**config.mk**
```make
export PLATFORM = sky130hd
export DESIGN_NAME = kts_ram
export DESIGN_NICKNAME = d
export VERILOG_FILES = /design/src/rtl/core/kts_ram.sv
export SDC_FILE = /design/constraint.sdc
export NUM_CORES = 2
export LEC_CHECK = 0
export BUFFER_PORTS_ARGS = -buffer_cell sky130_fd_sc_hd__clkbuf_2
export CORE_MARGIN = 2
export CORE_UTILIZATION = 51
export DETAILED_ROUTE_END_ITERATION = 8
export PLACE_DENSITY = 0.66
export RECOVER_POWER = 100
export SYNTH_ARGS = -nofsm -noshare
export SYNTH_HDL_FRONTEND = slang
export SYNTH_SLANG_ARGS = --single-unit
```
**constraint.sdc**
```tcl
create_clock -name clock -period 9.4 [get_ports clock]
set_clock_uncertainty 0.05 [all_clocks]
set_input_delay 2.35 -clock clock [delete_from_list [all_inputs] [get_ports clock]]
set_output_delay 2.35 -clock clock [all_outputs]
set_load 0.01 [all_outputs]
```
**src/rtl/core/kts_ram.sv**
```systemverilog
`default_nettype none

module kts_ram #(
   parameter int WIDTH = 64,
   parameter int DEPTH = 64
) (
   input  wire logic                     clock,
   input  wire logic                     wr_en,
   input  wire logic [$clog2(DEPTH)-1:0] wr_addr,
   input  wire logic [WIDTH-1:0]         wr_data,
   input  wire logic [$clog2(DEPTH)-1:0] rd_addr,
   output      logic [WIDTH-1:0]         rd_data
);

   logic [WIDTH-1:0] mem_ff [DEPTH];

   always_ff @(posedge clock) begin
      if (wr_en) begin
         mem_ff[wr_addr] <= wr_data;
      end
      rd_data <= mem_ff[rd_addr];
   end

endmodule

`default_nettype wire

```
==> impl_metrics.prom <==
# TYPE chip_impl_metric gauge
chip_impl_metric{name="synthesis.nets",unit=""} 6676
chip_impl_metric{name="ioPinCount",unit=""} 142
chip_impl_metric{name="critical_path_arrival",unit="ps"} 7660
chip_impl_metric{name="drt_iter0_drc",unit=""} 10800
chip_impl_metric{name="finish.cell_count_without_fillers",unit=""} 11400
chip_impl_metric{name="synth.cell_area",unit="um^2"} 156000
chip_impl_metric{name="finalInstanceArea",unit="um^2"} 175000
chip_impl_metric{name="ys_async_sr_fraction",unit="%"} 0
chip_impl_metric{name="post_cts.resized_instances",unit=""} 0
chip_impl_info{name="yosys.cell_count.top_type",value="sky130_fd_sc_hd__edfxtp_1"} 1
chip_impl_metric{name="overall_routed_net_length",unit="um"} 417000
chip_impl_metric{name="timing.final.crit_share",unit="%"} 77.4
chip_impl_metric{name="mapped_cells",unit=""} 6598
chip_impl_metric{name="synth-edff-count",unit=""} 4096
chip_impl_info{name="yosys.area.top_type",value="sky130_fd_sc_hd__edfxtp_1"} 1
chip_impl_metric{name="htree_levels",unit=""} 5
chip_impl_info{name="synth_cell_count_leaders",value="sky130_fd_sc_hd__edfxtp_1, sky130_fd_sc_hd__mux4_2, sky130_fd_sc_hd__buf_2"} 1
chip_impl_metric{name="buffer_ports.inserted",unit=""} 141
chip_impl_info{name="worst_setup_path_category",value="in2reg"} 1
chip_impl_metric{name="initial_antenna_violation_count",unit=""} 35
chip_impl_metric{name="layout-drive-gt1-share",unit="%"} 24.2
chip_impl_metric{name="postCtsHoldBufs",unit=""} 0
chip_impl_metric{name="fin_crit_period",unit="ps"} 7270
chip_impl_metric{name="timing.final.setup_violations",unit=""} 0
chip_impl_metric{name="die_width",unit="um"} 558
chip_impl_metric{name="minimum_hold_slack",unit="ps"} 740
chip_impl_metric{name="floorplan.initialDensity",unit="%"} 51.2
chip_impl_metric{name="hold_violations",unit=""} 0
chip_impl_metric{name="detail_route.wl_per_cell",unit="um"} 36.6
chip_impl_metric{name="height_of_the_die",unit="um"} 558
chip_impl_metric{name="wire_length_of_the_first_global_routing_pass",unit="um"} 583000
chip_impl_metric{name="fp.dieArea",unit="um^2"} 311000
chip_impl_metric{name="timing.max_cap.violations",unit=""} 174
chip_impl_metric{name="nNetsFinal",unit=""} 7036
chip_impl_metric{name="total_power",unit="uW"} 38100
chip_impl_info{name="ys_top_cells_by_area",value="sky130_fd_sc_hd__edfxtp_1, sky130_fd_sc_hd__mux4_2, sky130_fd_sc_hd__mux2i_1"} 1
chip_impl_metric{name="timing.slew.headroom",unit="%"} -242
chip_impl_info{name="outcome",value="finished with violations"} 1
chip_impl_metric{name="multi_input_comb_area",unit="um^2"} 30500
chip_impl_metric{name="syn_area_per_cell",unit="um^2"} 23.7
chip_impl_metric{name="yosys.cell_types.count",unit=""} 33
chip_impl_metric{name="setup_tns",unit="ps"} 0
chip_impl_info{name="failed_checks",value="max-capacitance violations, max-slew violations"} 1
chip_impl_metric{name="final_antenna_net_count",unit=""} 0
chip_impl_info{name="rsz0062_at_grt",value="no"} 1
chip_impl_info{name="tritoncts",value="done"} 1
chip_impl_metric{name="postCtsSetupBuffers",unit=""} 0
chip_impl_info{name="ys.flop_type",value="sky130_fd_sc_hd__edfxtp_1"} 1
chip_impl_metric{name="final_max_slew_viol_count",unit=""} 7467
chip_impl_metric{name="clock_latency",unit="ps"} 980
chip_impl_metric{name="critical_path_peak_fanout",unit=""} 33
chip_impl_metric{name="numPlacedInstances",unit=""} 10700
chip_impl_metric{name="coreArea",unit="um^2"} 306000
chip_impl_metric{name="synth.yosys.warnings",unit=""} 0
chip_impl_info{name="cp-start-kind",value="input pin"} 1
chip_impl_metric{name="area_growth",unit="%"} 11.8
chip_impl_metric{name="irDropWorstVdd",unit="uV"} 197
chip_impl_metric{name="placementRows",unit=""} 203
chip_impl_metric{name="cts.reportedPaths.clkPinSlew",unit="ps"} 60
chip_impl_metric{name="synth-seq-area-share",unit="%"} 79.5
chip_impl_metric{name="hpwlAfterDp",unit="um"} 218000
chip_impl_metric{name="power.density",unit="nW/um^2"} 218
chip_impl_info{name="holdCritPathClass",value="reg2reg"} 1
chip_impl_metric{name="grt.overflow.total",unit=""} 0
chip_impl_metric{name="detailed_place.area",unit="um^2"} 163000
chip_impl_metric{name="gp_routability_congestion",unit=""} 0.779
chip_impl_metric{name="cellLeakagePower",unit="uW"} 0.0537
chip_impl_info{name="root_buffer",value="sky130_fd_sc_hd__clkbuf_16"} 1
chip_impl_metric{name="synth_seq_cells",unit=""} 4160
chip_impl_metric{name="cts-root-to-sink-buffers",unit=""} 4
chip_impl_info{name="crit_end_element",value="register"} 1
chip_impl_metric{name="num-fill-cells",unit=""} 21700
chip_impl_metric{name="post-synth-top-area-fraction",unit="%"} 78.7
chip_impl_metric{name="detail_route.first_pass.iterations",unit=""} 6
chip_impl_metric{name="drc_violations_left",unit=""} 0
chip_impl_metric{name="fmaxAchievable",unit="GHz"} 0.138
chip_impl_metric{name="worst-endpoint-required",unit="ps"} 9790
chip_impl_metric{name="gr-usage-all-layers",unit="%"} 26.9
chip_impl_metric{name="clock_sink_count",unit=""} 4160
chip_impl_metric{name="timing_worst_slew_pin_value",unit="ps"} 5120
chip_impl_metric{name="register_area",unit="um^2"} 124000
chip_impl_metric{name="grt_pass1_vias",unit=""} 75500
chip_impl_metric{name="via_per_inst",unit=""} 6.62
chip_impl_metric{name="pin_count_of_the_biggest_net_entering_global_routing",unit=""} 126
chip_impl_metric{name="cts-buffers-inserted",unit=""} 404
chip_impl_metric{name="routed-via-count",unit=""} 75500
## final timing paths
kind | slack (ps) | endpoint | from | cells after the start
setup reg to reg | 7180 | rd_data[44] | mem_ff[8][44] | 5
hold reg to reg | 740 | rd_data[2] | mem_ff[44][2] | 4
setup / recovery | 2130 | mem_ff[36][17] | wr_en | 5
hold / removal | 740 | rd_data[2] | mem_ff[44][2] | 4
## sequential cells by signal, indices dropped and copies added (netlist names)
register  cells
rd_data      64
mem_ff     4096
## cell type report
| type | instances | share of cell area [%] |
|---|---|---|
| diodes | 11 | 0.0158 |
| clock buffers | 534 | 6.25 |
| clock inverters | 210 | 1.10 |
| inverters | 19 | 0.0408 |
| multi-input cells | 2049 | 17.5 |
| flip-flops and latches | 4160 | 71.1 |
| well taps | 4100 | 2.94 |
| repair buffers | 324 | 1.09 |
## placed cells by master, fill, tap and decap left out, types with 72 or more instances in the layout
cell,count
sky130_fd_sc_hd__clkbuf_16,409
sky130_fd_sc_hd__a22oi_1,168
sky130_fd_sc_hd__clkbuf_1,317
sky130_fd_sc_hd__clkinv_2,72
sky130_fd_sc_hd__mux4_2,1024
sky130_fd_sc_hd__o22ai_1,83
sky130_fd_sc_hd__nor2_1,83
sky130_fd_sc_hd__mux2i_1,135
sky130_fd_sc_hd__a22o_1,88
sky130_fd_sc_hd__edfxtp_1,4096
sky130_fd_sc_hd__clkinv_1,79
## cells by family after synthesis
| kind of cell | count (synthesis) | share of synthesized area [%] |
|---|---|---|
| buffers and inverters | 389 | 1.18 |
| AO/OA/AOI/OAI | 504 | 2.48 |
| flip-flops | 4160 | 79.5 |
| AND/OR/NAND/NOR | 386 | 1.24 |
| multiplexers | 1159 | 15.6 |
## per-layer routing
| metal | part of all wire, % | GRT usage [%] |
|---|---|---|
| met3 | 10 | 4.52 |
| met2 | 48 | 43.0 |
| met1 | 38 | 38.8 |
| met4 | 2.9 | 7.35 |
| met5 | 0.015 | 0 |
## report_power, final
group	switching (uW)	total (uW)	leakage, uW	internal [uW]
registers	95.6	20700	0.0374	20600
logic	1060	1670	0.0101	608
clock network	6880	15700	0.00626	8840
## metrics by stage
stage	worst slack, ps	utilization [%]
floorplan	1560	-
global placement	3540	53.2
detailed placement	3510	53.2
CTS	4480	57.5
global route	2180	57.2
finish	2130	57.2
## critical path: stages
cell and delay (ps):
sky130_fd_sc_hd__clkbuf_1 290, sky130_fd_sc_hd__nor2b_1 320, sky130_fd_sc_hd__nand2_1 420, sky130_fd_sc_hd__nor2_1 1340
sky130_fd_sc_hd__clkbuf_1 2870
(Power assumes the default switching activity.)
